File: src/hdl/affbb_pkg.sv
// Shared types and constants for the affine bounding-box transform.
// No dependencies.
package affbb_pkg;

    localparam int unsigned NUM_ENTRIES = 12;
    localparam int unsigned WORD_W      = 32;
    localparam int unsigned PROD_W      = 64;
    localparam int unsigned SUM_W       = 66;

    typedef enum logic [1:0] {
        MODE_LOAD   = 2'd0,
        MODE_MINMAX = 2'd1,
        MODE_CENTRE = 2'd2,
        MODE_NONE   = 2'd3
    } t_mode;

    // one transform job: box operands plus a snapshot of the matrix
    typedef struct packed {
        logic                                    centre;
        logic [2:0][WORD_W-1:0]                  a;
        logic [2:0][WORD_W-1:0]                  b;
        logic [NUM_ENTRIES-1:0][WORD_W-1:0]      m;
    } t_job;

    typedef struct packed {
        logic [2:0][WORD_W-1:0] a;
        logic [2:0][WORD_W-1:0] b;
    } t_res;

    localparam int unsigned JOB_W = $bits(t_job);
    localparam int unsigned RES_W = $bits(t_res);

endpackage

File: src/hdl/affbb_front.sv
// Front end: accepts beats, applies matrix loads, queues transform jobs.
// Depends on affbb_pkg.
module affbb_front #(
    parameter int unsigned FRAC_BITS = 16
) (
    input  logic                 i_clk,
    input  logic                 i_rst_n,
    input  logic                 i_push,
    input  logic                 i_job_full,
    input  logic [1:0]           i_mode,
    input  logic [3:0]           i_entry_index,
    input  logic signed [31:0]   i_entry_value,
    input  logic [2:0][31:0]     i_a,
    input  logic [2:0][31:0]     i_b,
    output logic                 o_job_wr,
    output affbb_pkg::t_job      o_job
);
    // identity rotation, zero translation
    localparam logic [31:0] ONE = 32'(64'd1 << FRAC_BITS);
    localparam logic [affbb_pkg::NUM_ENTRIES-1:0][31:0] M_RESET = {
        32'd0, ONE,   32'd0, 32'd0,
        32'd0, 32'd0, ONE,   32'd0,
        32'd0, 32'd0, 32'd0, ONE
    };

    logic [affbb_pkg::NUM_ENTRIES-1:0][31:0] r_m, n_m;
    logic           accept;
    affbb_pkg::t_mode mode;

    assign accept = i_push && !i_job_full;
    assign mode   = affbb_pkg::t_mode'(i_mode);

    // matrix load
    always_comb begin
        n_m = r_m;
        if (accept && mode == affbb_pkg::MODE_LOAD &&
            i_entry_index < 4'(affbb_pkg::NUM_ENTRIES)) begin
            n_m[i_entry_index] = i_entry_value;
        end
    end

    always_ff @(posedge i_clk) begin
        if (!i_rst_n) begin
            r_m <= M_RESET;
        end else begin
            r_m <= n_m;
        end
    end

    // classify: only transform beats become jobs, against the current matrix
    always_comb begin
        o_job_wr = 1'b0;
        case (mode)
            affbb_pkg::MODE_MINMAX,
            affbb_pkg::MODE_CENTRE: o_job_wr = accept;
            default:                o_job_wr = 1'b0;
        endcase
    end

    assign o_job.centre = (mode == affbb_pkg::MODE_CENTRE);
    assign o_job.a      = i_a;
    assign o_job.b      = i_b;
    assign o_job.m      = r_m;
endmodule

File: config.mk
export PLATFORM = sky130hd
export DESIGN_NAME = affbb_front
export DESIGN_NICKNAME = d
export VERILOG_FILES = /design/src/hdl/affbb_pkg.sv /design/src/hdl/affbb_front.sv
export SDC_FILE = /design/constraint.sdc
export NUM_CORES = 1
export LEC_CHECK = 0
export ABC_CLOCK_PERIOD_IN_PS = 4200
export BUFFER_PORTS_ARGS = -buffer_cell sky130_fd_sc_hd__buf_2
export CAP_MARGIN = 20
export CORE_AREA = 10 10 307 309
export DETAILED_ROUTE_END_ITERATION = 8
export DIE_AREA = 0 0 317 319
export GPL_ROUTABILITY_DRIVEN = 0
export GPL_TIMING_DRIVEN = 0
export PLACE_DENSITY = 0.44
export SLEW_MARGIN = 20
export SYNTH_ARGS = -nofsm -noshare
export SYNTH_HDL_FRONTEND = slang
export SYNTH_SLANG_ARGS = --single-unit
export TNS_END_PERCENT = 10
File: constraint.sdc
create_clock -name i_clk -period 4.2 [get_ports i_clk]
set_clock_uncertainty 0.1 [all_clocks]
set_input_delay 0.42 -clock i_clk [delete_from_list [all_inputs] [get_ports i_clk]]
set_output_delay 0.42 -clock i_clk [all_outputs]
set_load 0.005 [all_outputs]
==> metrics.txt <==
# TYPE chip_impl_metric gauge
chip_impl_info{name="run_status",value="finished clean"} 1
chip_impl_metric{name="largest_register_ff_count",unit=""} 384
chip_impl_metric{name="start_util",unit=""} 0.174
chip_impl_metric{name="synthToLayoutAreaGrowth",unit="%"} 41.0
chip_impl_info{name="hold_path_class",value="input pin to flop"} 1
chip_impl_metric{name="die_w",unit="um"} 317
chip_impl_info{name="worst_setup_path_end_kind",value="flop"} 1
chip_impl_metric{name="static_leakage_power",unit="nW"} 11.2
chip_impl_info{name="worstSetupStartpoint",value="i_rst_n"} 1
chip_impl_metric{name="max-cap-violations",unit=""} 0
chip_impl_metric{name="initial_antenna_violation_count",unit=""} 10
chip_impl_info{name="crit_type",value="input pin to flop"} 1
chip_impl_metric{name="cpPeakStageDelay",unit="ns"} 0.89
chip_impl_info{name="hold_path.startpoint",value="i_entry_value[17]"} 1
chip_impl_info{name="rr_startpoint",value="o_job[370]$_SDFFE_PN0P_"} 1
chip_impl_metric{name="routed_wl",unit="mm"} 83.5
chip_impl_metric{name="yosys_warnings",unit=""} 0
chip_impl_metric{name="worst_ir_drop_vdd",unit="mV"} 0.243
chip_impl_metric{name="initialDrtViolationCount",unit=""} 487
chip_impl_metric{name="vias",unit=""} 12700
chip_impl_info{name="synthMostInstantiatedCell",value="nand2_1"} 1
chip_impl_metric{name="syn_avg_cell_area",unit="sq um"} 10.1
chip_impl_info{name="rsz0062_at_grt",value="no"} 1
chip_impl_metric{name="layout.filler_cells",unit=""} 9563
chip_impl_metric{name="insertion_delay_to_the_later_sink_of_the_worst_skew_pair",unit="ns"} 0.58
chip_impl_metric{name="grt_pass1_vias",unit=""} 13200
chip_impl_metric{name="synthesis.instances",unit=""} 1522
chip_impl_metric{name="synth_cell_types",unit=""} 21
chip_impl_metric{name="postSynthRegisterBits",unit=""} 384
chip_impl_metric{name="port_buffers",unit=""} 616
chip_impl_metric{name="ios",unit=""} 812
chip_impl_metric{name="std_cell_rows",unit=""} 109
chip_impl_info{name="synth_top_cells_by_area",value="dfxtp_1 (50%), mux2i_1 (25%), nand2_1 (10%)"} 1
chip_impl_metric{name="count_of_flip_flops_with_a_built_in_enable_after_synthesis",unit=""} 0
chip_impl_metric{name="worst_ep_arrival_time",unit="ns"} 2.65
chip_impl_metric{name="max-slew-margin-rel",unit=""} 0.237
chip_impl_metric{name="route.detailed.drc",unit=""} 0
chip_impl_metric{name="area_of_the_die",unit="sq um"} 101000
chip_impl_metric{name="report.final.hold_viol_count",unit=""} 0
chip_impl_metric{name="yosys.area.top_type_share",unit=""} 0.501
chip_impl_metric{name="cts.sink_count",unit=""} 384
chip_impl_metric{name="grt_first_pass_wirelength",unit="mm"} 110
chip_impl_metric{name="route.antenna.remaining_nets",unit=""} 0
chip_impl_info{name="timing.critical_path.cells",value="buf_2 -> clkbuf_1 -> nand2_1 -> mux2i_1"} 1
chip_impl_metric{name="hold_buffers",unit=""} 0
chip_impl_metric{name="grt_overflow_total",unit=""} 0
chip_impl_metric{name="number_of_clock_buffers_inserted_by_tritoncts",unit=""} 48
chip_impl_metric{name="synth.yosys.seq_area_share",unit=""} 0.501
chip_impl_info{name="synthDominantAreaCellType",value="dfxtp_1"} 1
chip_impl_metric{name="fin_crit",unit="ns"} 2.26
chip_impl_metric{name="slew_viol_final",unit=""} 0
chip_impl_metric{name="cp.required",unit="ns"} 4.59
chip_impl_metric{name="synth_fp_nets",unit=""} 1758
chip_impl_info{name="ys_top_cells_by_count",value="nand2_1 (416), dfxtp_1 (384), mux2i_1 (384)"} 1
chip_impl_metric{name="synthArstFlopShare",unit=""} 0
chip_impl_metric{name="final.period_utilization",unit=""} 0.539
chip_impl_metric{name="final_net_count",unit=""} 2427
chip_impl_metric{name="drt-pass1-iter-count",unit=""} 5
chip_impl_metric{name="max_slew.worst_pin.slew",unit="ns"} 1.15
chip_impl_metric{name="cts.repair.resized",unit=""} 0
chip_impl_metric{name="place.detailed.hpwl",unit="mm"} 66.3
chip_impl_info{name="cts_root_buf",value="clkbuf_16"} 1
chip_impl_info{name="critical_path.slowest_cell",value="clkbuf_1"} 1
chip_impl_metric{name="synth.cell_area",unit="sq um"} 15300
chip_impl_metric{name="vias_per_cell",unit=""} 3.72
chip_impl_info{name="tritoncts_clock_tree",value="yes"} 1
chip_impl_metric{name="setup_viol",unit=""} 0
chip_impl_metric{name="grt_usage",unit=""} 0.155
chip_impl_metric{name="clock_path_buffers",unit=""} 3
chip_impl_metric{name="grt_start_max_net_pins",unit=""} 13
chip_impl_metric{name="routed_wire_length_per_instance",unit="um"} 24.6
chip_impl_metric{name="fmax",unit="GHz"} 0.442
chip_impl_metric{name="chipHeight",unit="um"} 319
chip_impl_metric{name="post_cts_buffers",unit=""} 0
chip_impl_info{name="crit_path_start_kind",value="input pin"} 1
chip_impl_metric{name="layout_cell_share_with_drive_strength_beyond_1",unit=""} 0.422
chip_impl_metric{name="h-tree-depth",unit=""} 2
chip_impl_metric{name="core_area",unit="sq um"} 88000
chip_impl_metric{name="fin_setup_tns",unit="ns"} 0
chip_impl_metric{name="path_clk_slew",unit="ns"} 0.06
chip_impl_metric{name="power.density_cell_area",unit="nW/um^2"} 403
chip_impl_metric{name="critPathMaxFanout",unit=""} 10
chip_impl_metric{name="timing.hold.ws",unit="ns"} 0.0439
chip_impl_info{name="synth_top_flop_cell",value="dfxtp_1"} 1
## critical path: cells and delay by family
kind,cells,cell delay [ns]
and+or+nand+nor,1,0.67
muxes,1,0.31
buffers and inverters,2,1.21
## layer usage
layer,vias to the layer above,part of all wire,global-route usage
met3,84,0.099,0.0634
met5,-,0.00096,0
met4,12,0.020,0.0344
met1,5958,0.38,0.167
met2,476,0.50,0.278
li1,6121,-,-
## stage by stage
stage	std cells	power, mW	utilization	setup slack (ns)	area (sq um)
5_1_grt	3397	9.04	0.246	1.66	21600
6_report	3400	8.71	0.246	1.94	21600
2_1_floorplan	1522	4.02	-	2.33	15300
3_3_place_gp	3303	4.35	0.226	1.14	19900
3_5_place_dp	3306	4.35	0.227	1.10	19900
4_1_cts	3396	8.89	0.246	1.72	21600
## cell usage in the layout (no fill, tap or decap), drive strengths merged
cell      synthesis  routed
nand4bb           1       1
nand2           416     416
clkbuf           73     145
nand4b            3       3
nand3b            1       1
buf             238     857
mux2i           384     384
inv               3       7
bufinv            0       5
diode             0       4
clkinv            0       8
and3b             2       2
nor2              2       2
and4bb            1       1
nand3             2       2
dfxtp           384     384
clkinvlp          0       1
nor3              1       1
nor4b             3       3
ha                2       2
nor2b             4       4
nor4bb            2       2
## report_power, final
part / switching (mW) / internal, mW / total, mW
logic: 0.351 / 0.236 / 0.587
clock network: 1.75 / 2.72 / 4.47
registers: 0.00441 / 3.65 / 3.65
total: 2.10 / 6.61 / 8.71
## cell families after synthesis
group	Yosys count	synth area share
and+or+nand+nor	438	0.116
DFF	384	0.501
adders and majority gates	2	0.00163
buffers and inverters	314	0.131
muxes	384	0.250
## path summary, 6_finish.rpt
kind	to	slack, ns	cells past startpoint
worst max-delay path	o_job[368]$_SDFFE_PN0P_	1.94	4
worst min-delay path	o_job[241]$_SDFFE_PN0P_	0.04	3
worst max register to register	o_job[370]$_SDFFE_PN0P_	3.39	2
worst min register to register	o_job[383]$_SDFFE_PN0P_	0.35	2
## area by class of cell
type,count,area [sq um],share of cell area
flip-flops and latches,384,7690,0.355
plain buffers,311,2000,0.0926
inverters,3,11.3,0.000520
clock buffers,72,1460,0.0676
clock inverters,18,244,0.0113
well taps,1165,1460,0.0673
repair buffers,619,3120,0.144
multi-input cells,824,5650,0.261
diodes,4,10.0,0.000462
No activity file was read; power rests on OpenSTA's default activity.
