$ cat src/hdl/affbb_queue.sv
// Small first-in first-out queue on a register array.
// No package dependencies.
module affbb_queue #(
    parameter int unsigned WIDTH = 8,
    parameter int unsigned DEPTH = 2
) (
    input  logic                       i_clk,
    input  logic                       i_rst_n,
    input  logic                       i_wr,
    input  logic [WIDTH-1:0]           i_wr_data,
    input  logic                       i_rd,
    output logic [WIDTH-1:0]           o_rd_data,
    output logic                       o_full,
    output logic                       o_empty,
    output logic [$clog2(DEPTH+1)-1:0] o_count
);
    localparam int unsigned PTR_W = (DEPTH > 1) ? $clog2(DEPTH) : 1;
    localparam int unsigned CNT_W = $clog2(DEPTH+1);

    logic [WIDTH-1:0] r_mem [DEPTH];
    logic [PTR_W-1:0] r_wr_ptr, r_rd_ptr;
    logic [CNT_W-1:0] r_count;
    logic             do_wr, do_rd;

    assign do_wr     = i_wr && !o_full;
    assign do_rd     = i_rd && !o_empty;
    assign o_full    = (r_count == CNT_W'(DEPTH));
    assign o_empty   = (r_count == '0);
    assign o_count   = r_count;
    assign o_rd_data = r_mem[r_rd_ptr];

    // storage
    always_ff @(posedge i_clk) begin
        if (do_wr) begin
            r_mem[r_wr_ptr] <= i_wr_data;
        end
    end

    // pointers and fill count
    always_ff @(posedge i_clk) begin
        if (!i_rst_n) begin
            r_wr_ptr <= '0;
            r_rd_ptr <= '0;
            r_count  <= '0;
        end else begin
            if (do_wr) begin
                r_wr_ptr <= (r_wr_ptr == PTR_W'(DEPTH-1)) ? '0 : r_wr_ptr + 1'b1;
            end
            if (do_rd) begin
                r_rd_ptr <= (r_rd_ptr == PTR_W'(DEPTH-1)) ? '0 : r_rd_ptr + 1'b1;
            end
            if (do_wr && !do_rd) begin
                r_count <= r_count + 1'b1;
            end else if (do_rd && !do_wr) begin
                r_count <= r_count - 1'b1;
            end
        end
    end
endmodule

$ cat config.mk
export PLATFORM = sky130hd
export DESIGN_NAME = affbb_queue
export DESIGN_NICKNAME = d
export VERILOG_FILES = /design/src/hdl/affbb_queue.sv
export SDC_FILE = /design/constraint.sdc
export NUM_CORES = 1
export LEC_CHECK = 0
export BUFFER_PORTS_ARGS = -buffer_cell sky130_fd_sc_hd__buf_4
export CORE_ASPECT_RATIO = 1.1
export CORE_MARGIN = 3
export CORE_UTILIZATION = 35
export DETAILED_ROUTE_END_ITERATION = 16
export HOLD_SLACK_MARGIN = 0.08
export SETUP_SLACK_MARGIN = 0.02
export SYNTH_ARGS = -nofsm -noshare
export SYNTH_HDL_FRONTEND = slang
export SYNTH_SLANG_ARGS = --single-unit
$ cat constraint.sdc
create_clock -name i_clk -period 2.75 [get_ports i_clk]
set_input_delay 0.275 -clock i_clk [delete_from_list [all_inputs] [get_ports i_clk]]
set_output_delay 0.275 -clock i_clk [all_outputs]
set_load 0.005 [all_outputs]
==> summary.md, run 1 <==
| Metric | Value |
|---|---|
| Outcome | `complete, no violations` |
| ANT cells | `0` |
| Largest family of logic cells by synthesized area | `multiplexers` |
| Vias in the first global route | `around 470` |
| Area share of fa/ha/maj cells after synthesis | `1.55%` |
| Simple-Gate Fraction of Synth Area | `6.80%` |
| Yosys warns | `0` |
| Hold path depth | `1` |
| Layout area overhead | `28.3%` |
| Placement Setup Slack | `1.17 ns` |
| Mux cell area share after synthesis | `approximately 11%` |
| R2r endpoint | `o_count[1]` |
| Setup violations, final | `0` |
| First-pass GRT wire length | `1.97 mm` |
| Mapped Area | `810 um^2` |
| Mapped Nets | `63` |
| # fillers | `199` |
| DP HPWL | `939 um` |
| FF+latch area | `581 um^2` |
| Initial antenna violation count | `0` |
| R2R Setup Slk | `1.15 ns` |
| Worst EP arrival | `1.38 ns` |
| Final nets | `90` |
| Clock transition at the registers of the reported paths | `0.11 ns` |
| TritonCTS Buffers | `3` |
| Unrepaired setup endpoints after global routing | `false` |
| WL final | `1.27 mm` |
| Post-CTS resize count | `0` |
| DRC | `0` |
| Row Count | `17` |
| H-tree Lvls | `1` |
| Via Count | `476` |
| Via density | `4.58` |
| # clock sinks | `21` |
| Die height | `56.4 um` |
| Worst Hold End | `r_mem[1][5]` |
| Power Density | `855 mW/mm^2` |
| I/O Buffers | `23` |
| Max Fclk | `between 0.6 and 0.7 GHz` |
| Setup tns final | `0 ns` |
| Hold path startpoint | `i_wr_data[5]` |
| Iter 0 DRT Violations | `6` |
| Post-synthesis compound-gate area fraction | `under 10%` |
| Crit-path max FO | `8` |
| Fin. Hold Viols | `0` |
| Clock Skew | `~0.0077 ns` |
| CTS tree | `yes` |
| Largest net degree at the start of global routing | `12` |
| Final GP Congestion | `about 0.72` |
| Relative slew margins | `55.5%` |
| Final Worst Setup Slack | `1.10 ns` |
| Clk root buf | `clkbuf_4` |
| Final Util | `between 40% and 50%` |
| Die area | `0.00293 mm^2` |
| Data required, critical path | `about 2.5 ns` |
| Post-CTS Setup Inserts | `0` |
| Worst r2r src | `o_count[0]` |
| Type of the tightest min-delay check | `input pin to flop` |
| Clock buffer depth | `2` |
| Avg Cell Area, Syn | `~16 um^2` |
| Die Width | `a little over 50 um` |
| Share of cells above drive strength 1 | `47.4%` |
| Xor/xnor share of the synthesized area | `3.25%` |
| I/O pins | `24` |
| FF-to-FF path depth | `6` |
| Global Route Usage Sum | `under 10%` |
| Wire per inst | `12.2 um` |
| Worst setup SP type | `flop` |
| Overflow after GRT | `0` |
| Post-synthesis cell type count | `20` |
| Max Cap Viol | `0` |
| Hold_buf cts | `0` |
| DRT antenna net count | `0` |
| Post-Synthesis Cells | `50` |
| Maximum VDD drop | `469 uV` |
| Pins Over Slew Limit | `0` |
| Floorplan core area | `0.00211 mm^2` |
| Final Cycle Share | `60.1%` |
| Initial core utilization | `between 30% and 40%` |
| Slew @ Worst Pin | `0.663 ns` |
| Leak | `0.407 nW` |
| DR pass1 iterations | `4` |
| Sequential area share after synthesis | `71.7%` |
| Minimum clock period | `approximately 1.7 ns` |
| Multi-input logic area | `216 um^2` |
| Post-synthesis register bit count | `21` |
| Worst skew pair latency | `0.30 ns` |
| WS Path Type | `flop to output port` |
| CP Capture Type | `output port` |
-- final cells by class --
class	count	share of cell area, %
clock buffer	4	2.53
inverter	2	0.723
tap	28	3.37
timing repair buffer	23	16.6
sequential	21	55.9
multi-input combinational	26	20.8
-- logic make-up (layout without fill, tap and decap cells) --
logic type / Yosys count / count (layout)
adders and majority gates: 1 / 1
xor gates and xnor gates: 3 / 3
muxes: 8 / 8
buffers and inverters: 3 / 29
DFF: 21 / 21
AOI/OAI and AO/OA: 5 / 5
and+or+nand+nor: 9 / 9
-- Yosys cell counts --
cell	instances	area [um^2]
xnor2_1	2	17.5
mux2_2	8	90.1
nor3_2	1	10.0
and3_1	1	6.26
o21ai_1	1	5.00
inv_2	1	3.75
edfxtp_1	16	480
nand2b_1	1	6.26
or3_1	1	6.26
xor2_1	1	8.76
o21ai_0	1	5.00
inv_1	1	3.75
nor2_1	2	7.51
o21a_1	1	7.51
a21boi_0	1	7.51
a21boi_1	1	7.51
dfxtp_1	5	100
and2_1	3	18.8
ha_1	1	12.5
buf_2	1	5.00
-- sequential cells by signal, indices dropped and copies added (netlist names), named ones only --
name      flops
o_count       2
r_mem        16
r_rd_ptr      1
r_wr_ptr      1
-- how the worst max path moves through the flow --
stage,startpoint,endpoint,slack (ns),cells after the start
global placement,o_count[0],r_mem[0][3],1.18,3
CTS,flop,o_rd_data[2],1.07,2
floorplan,o_count[0],o_count[1],1.25,6
finish,flop,o_rd_data[0],1.10,2
detailed placement,o_count[0],o_count[1],1.17,6
global route,flop,o_rd_data[1],1.02,2
-- report_power, final --
| part | internal (W) | total (W) | switching (W) | leakage, nW |
|---|---|---|---|---|
| combinational | 0.000182 | 0.000294 | 0.000112 | 0.201 |
| clock | 0.0000565 | 0.000142 | 0.0000855 | 0.0150 |
| sequential | 0.000405 | 0.000452 | 0.0000465 | 0.191 |
-- cell usage in the layout (no fill, tap or decap), drive strengths merged --
cell type and n:
edfxtp 16, nor2 2, nand2b 1, o21a 1, and2 3, mux2 8
xnor2 2, ha 1, nor3 1, dfxtp 5, buf 23, clkbuf 4
and3 1, inv 2, o21ai 2, a21boi 2, or3 1, xor2 1
-- routing by layer --
layer	wire length, um	GRT usage, %
met3	75	3.71
met2	671	15.3
met5	0	0
met1	490	10.8
met4	36	6.74
-- per-stage QoR --
step	hold WS, ns	area (um^2)	total power (W)	instances
final	0.154	1040	0.000887	104
after global routing	0.128	1040	0.000956	104
after CTS	0.144	1040	0.000902	104
after detailed placement	0.463	1010	0.000758	100
after global placement	0.461	1010	0.000754	100
after floorplan	0.374	810	0.000616	50
-- worst max-delay path, stage by stage, from the launching register on --
cell and delay [ns]:
dfxtp_1 0.56, mux2_2 0.39, buf_4 0.13
(Power assumes the default switching activity.)
==> run 2, diff against run 1 <==
--- a/config.mk
+++ b/config.mk
@@ -5,6 +5,7 @@
 export SDC_FILE = /design/constraint.sdc
 export NUM_CORES = 1
 export LEC_CHECK = 0
+export ABC_AREA = 1
 export BUFFER_PORTS_ARGS = -buffer_cell sky130_fd_sc_hd__buf_4
 export CORE_ASPECT_RATIO = 1.1
 export CORE_MARGIN = 3
==> constraint.sdc (replaced) <==
create_clock -name i_clk -period 1.7 [get_ports i_clk]
set_input_delay 0.17 -clock i_clk [delete_from_list [all_inputs] [get_ports i_clk]]
set_output_delay 0.17 -clock i_clk [all_outputs]
set_load 0.005 [all_outputs]
==> run 2 against run 1 <==
Area after synthesis rose by 1.7%. Combinational power increased by 75%. Cell count grew 24%. Critical path type unchanged. Die area increased by 1.5%. Highest routed layer unchanged. Routed wire length rose by 14%. Utilization up 5.3 points. Worst setup slack worse by 0.94 ns. Total power is 65% higher. Register-to-register slack worse by 0.93 ns. Via count rose by 17%.
==> summary.md, run 2 <==
| Metric | Value |
|---|---|
| Overflow after GRT | `0 (unchanged)` |
| Final Instance Area | `0.00116 mm^2 (+12%)` |
| Relative slew margins | `75.4% (+20 points)` |
| DRT antenna net count | `0 (unchanged)` |
| Setup tns final | `0 ns (unchanged)` |
| # clock sinks | `21 (unchanged)` |
| Top_reg_cell synth | `edfxtp_1` |
| Post-DP Area | `0.00106 mm^2 (+4.3%)` |
| Largest net degree at the start of global routing | `12 (unchanged)` |
| H-tree Lvls | `1 (unchanged)` |
| First-pass GRT wire length | `2.24 mm (+14%)` |
| Top cells by count, synth | `edfxtp_1, nor2_1, inv_1, mux2_2, nand2_1` |
| TritonCTS Buffers | `3 (unchanged)` |
| Vias in the first global route | `539 (+16%)` |
| Max Fclk | `0.649 GHz` |
| Maximum VDD drop | `778 uV (+66%)` |
| R2r endpoint | `o_count[1]` |
| Number of synthesized flops with an enable pin | `16 (unchanged)` |
| Setup violations, final | `0 (unchanged)` |
| Worst hold slack | `0.115 ns (-0.0394 ns)` |
| Clk root buf | `clkbuf_4` |
| WS Path Type | `flop to output port` |
| Pins Over Slew Limit | `0 (unchanged)` |
| Initial antenna violation count | `0 (unchanged)` |
| Type of the tightest min-delay check | `input pin to flop` |
| Avg Cell Area, Syn | `13.1 um^2 (-19%)` |
| Data required, critical path | `1.53 ns (-0.95 ns)` |
| Leak | `0.490 nW (+20%)` |
| Post-Synthesis Cells | `63 (+26%)` |
| I/O pins | `24 (unchanged)` |
| Commonest non-fill, non-tap cell in the layout | `buf_4` |
| Most flop-heavy register | `r_mem` |
| Final GP Congestion | `0.699 (-3.4%)` |
| Via Count | `557 (+17%)` |
| Final Power | `0.00146 W (+65%)` |
| Floorplan core area | `0.00213 mm^2 (+1.0%)` |
| Crit-path max FO | `8 (unchanged)` |
| Hold path startpoint | `i_rst_n` |
| Final Cycle Share | `between 90 and 100%` |
| Die area | `0.00297 mm^2 (+1.5%)` |
| Slew @ Worst Pin | `0.369 ns (-0.294 ns)` |
| Clock buffer depth | `2 (unchanged)` |
| Count leader, synth | `edfxtp_1` |
| Share of cells above drive strength 1 | `40.6% (-6.8 points)` |
| Yosys warns | `0 (unchanged)` |
| ANT cells | `0 (unchanged)` |
| Wire per inst | `11.2 um (-8.4%)` |
| Hold_buf cts | `8 (+8)` |
| Row Count | `17 (unchanged)` |
| Final nets | `115 (+28%)` |
| Clock Skew | `0.0107 ns (+0.00299 ns)` |
| Global Route Usage Sum | `10.6% (+0.74 points)` |
| # fillers | `191 (-4.0%)` |
| Commonest non-fill, non-tap cells in the layout | `buf_4, edfxtp_1, nor2_1` |
| Die Width | `52.2 um (+0.74%)` |
| WL final | `1.45 mm (+14%)` |
| Synth async-reset ratio | `0% (unchanged)` |
| R2R Setup Slk | `0.22 ns (-0.93 ns)` |
| Post-synthesis register bit count | `21 (unchanged)` |
| Unrepaired setup endpoints after global routing | `false` |
| DR pass1 iterations | `4 (unchanged)` |
| DP HPWL | `1.09 mm (+16%)` |
| Max Cap Viol | `0 (unchanged)` |
| Iter 0 DRT Violations | `14 (+8)` |
| Clock transition at the registers of the reported paths | `0.11 ns (about the same)` |
| Outcome | `complete, no violations` |
| Post-CTS Setup Inserts | `0 (unchanged)` |
| Worst EP arrival | `1.37 ns (about the same)` |
| CP Capture Type | `output port` |
| Minimum clock period | `1.54 ns` |
| Layout area overhead | `41.2%` |
| Top-area cell type share of the netlist area | `58.4% (-0.99 points)` |
| Post-CTS resize count | `0 (unchanged)` |
| Worst skew pair latency | `0.29 ns (about the same)` |
| DRC | `0 (unchanged)` |
| Max FFs per register | `16 (unchanged)` |
| Die height | `56.9 um (+0.75%)` |
| Fin. Hold Viols | `0 (unchanged)` |
| Multi-input logic area | `204 um^2 (-5.8%)` |
| Worst r2r src | `o_count[1]` |
| CTS tree | `yes` |
| FF-to-FF path depth | `9 (+3)` |
| Sequential area share after synthesis | `70.5% (-1.2 points)` |
| Via density | `4.32 (-5.7%)` |
| Mapped Area | `823 um^2 (+1.7%)` |
| I/O Buffers | `23 (unchanged)` |
| Initial core utilization | `38.7% (+0.26 points)` |
| Synth area leader | `edfxtp_1` |
| Mapped Nets | `76 (+21%)` |
| Dominant cells by area after synthesis | `edfxtp_1, dfxtp_1, mux2_2` |
| Power Density | `1260 mW/mm^2 (+47%)` |
| Worst Hold End | `o_count[1]` |
| FF+latch area | `581 um^2 (unchanged)` |
| Worst setup SP type | `flop` |
| Post-synthesis cell type count | `15 (-25%)` |
| Hold path depth | `3 (+2)` |
## run 2: cell types whose count changed after synthesis, sizes merged, moves of 2 or more
| cell | before | now |
|---|---|---|
| a21boi | 2 | 0 |
| xnor2 | 2 | 0 |
| inv | 2 | 9 |
| nand2 | 0 | 6 |
| and2 | 3 | 0 |
| nor2 | 2 | 11 |
## run 2: layout make-up
class	count	share of cell area, %
Inverter	9	2.91
Sequential cell	21	49.9
Clock buffer	4	2.26
Timing Repair Buffer	35	24.3
Multi-Input combinational cell	32	17.5
Tap cell	28	3.01
## run 2: worst max-delay path: stages (launching register included)
cell	delay, ns
dfxtp_1	0.56
mux2_2	0.38
buf_4	0.13
## run 2: kinds of logic (layout without fill, tap and decap cells)
| family | Yosys count | in the layout | share of synthesized area (%) |
|---|---|---|---|
| flip-flops | 21 | 21 | 70.5 |
| AO/OA/AOI/OAI | 4 | 4 | 2.89 |
| multiplexers | 8 | 8 | 10.9 |
| adder cells (fa/ha/maj) | 1 | 1 | 1.52 |
| AND/OR/NAND/NOR | 19 | 19 | 9.42 |
| buffers and inverters | 10 | 48 | 4.71 |
## run 2: power by group
part	switching [W]	internal [W]	leakage, nW
clock	0.000134	0.0000912	0.0150
combinational	0.000227	0.000288	0.284
sequential	0.0000679	0.000655	0.191
total	0.000429	0.00103	0.490
## run 2: metrics by stage
stage                     util [%]  instances  setup slack [ns]
after floorplan                  -         63             0.378
after global placement        49.6        117             0.298
after detailed placement      49.6        117             0.240
after CTS                     54.6        129             0.123
after global routing          54.6        129            0.0740
final                         54.6        129             0.160
## run 2: per-layer routing
layer	vias to the layer above	wire (um)	GRT usage (%)
met5	-	0	0
met4	0	8	5.47
met3	2	102	2.39
met2	17	760	18.7
met1	249	576	11.3
li1	289	-	-
## run 2: how the worst max path moves through the flow
stage	startpoint	to	slack (ns)	cells after the start
finish	flop	o_rd_data[5]	0.16	2
global route	flop	o_rd_data[7]	0.07	2
CTS	flop	o_rd_data[4]	0.12	2
detailed placement	o_count[1]	o_count[1]	0.24	9
global placement	o_count[1]	o_count[1]	0.30	9
floorplan	o_count[0]	o_count[1]	0.38	9
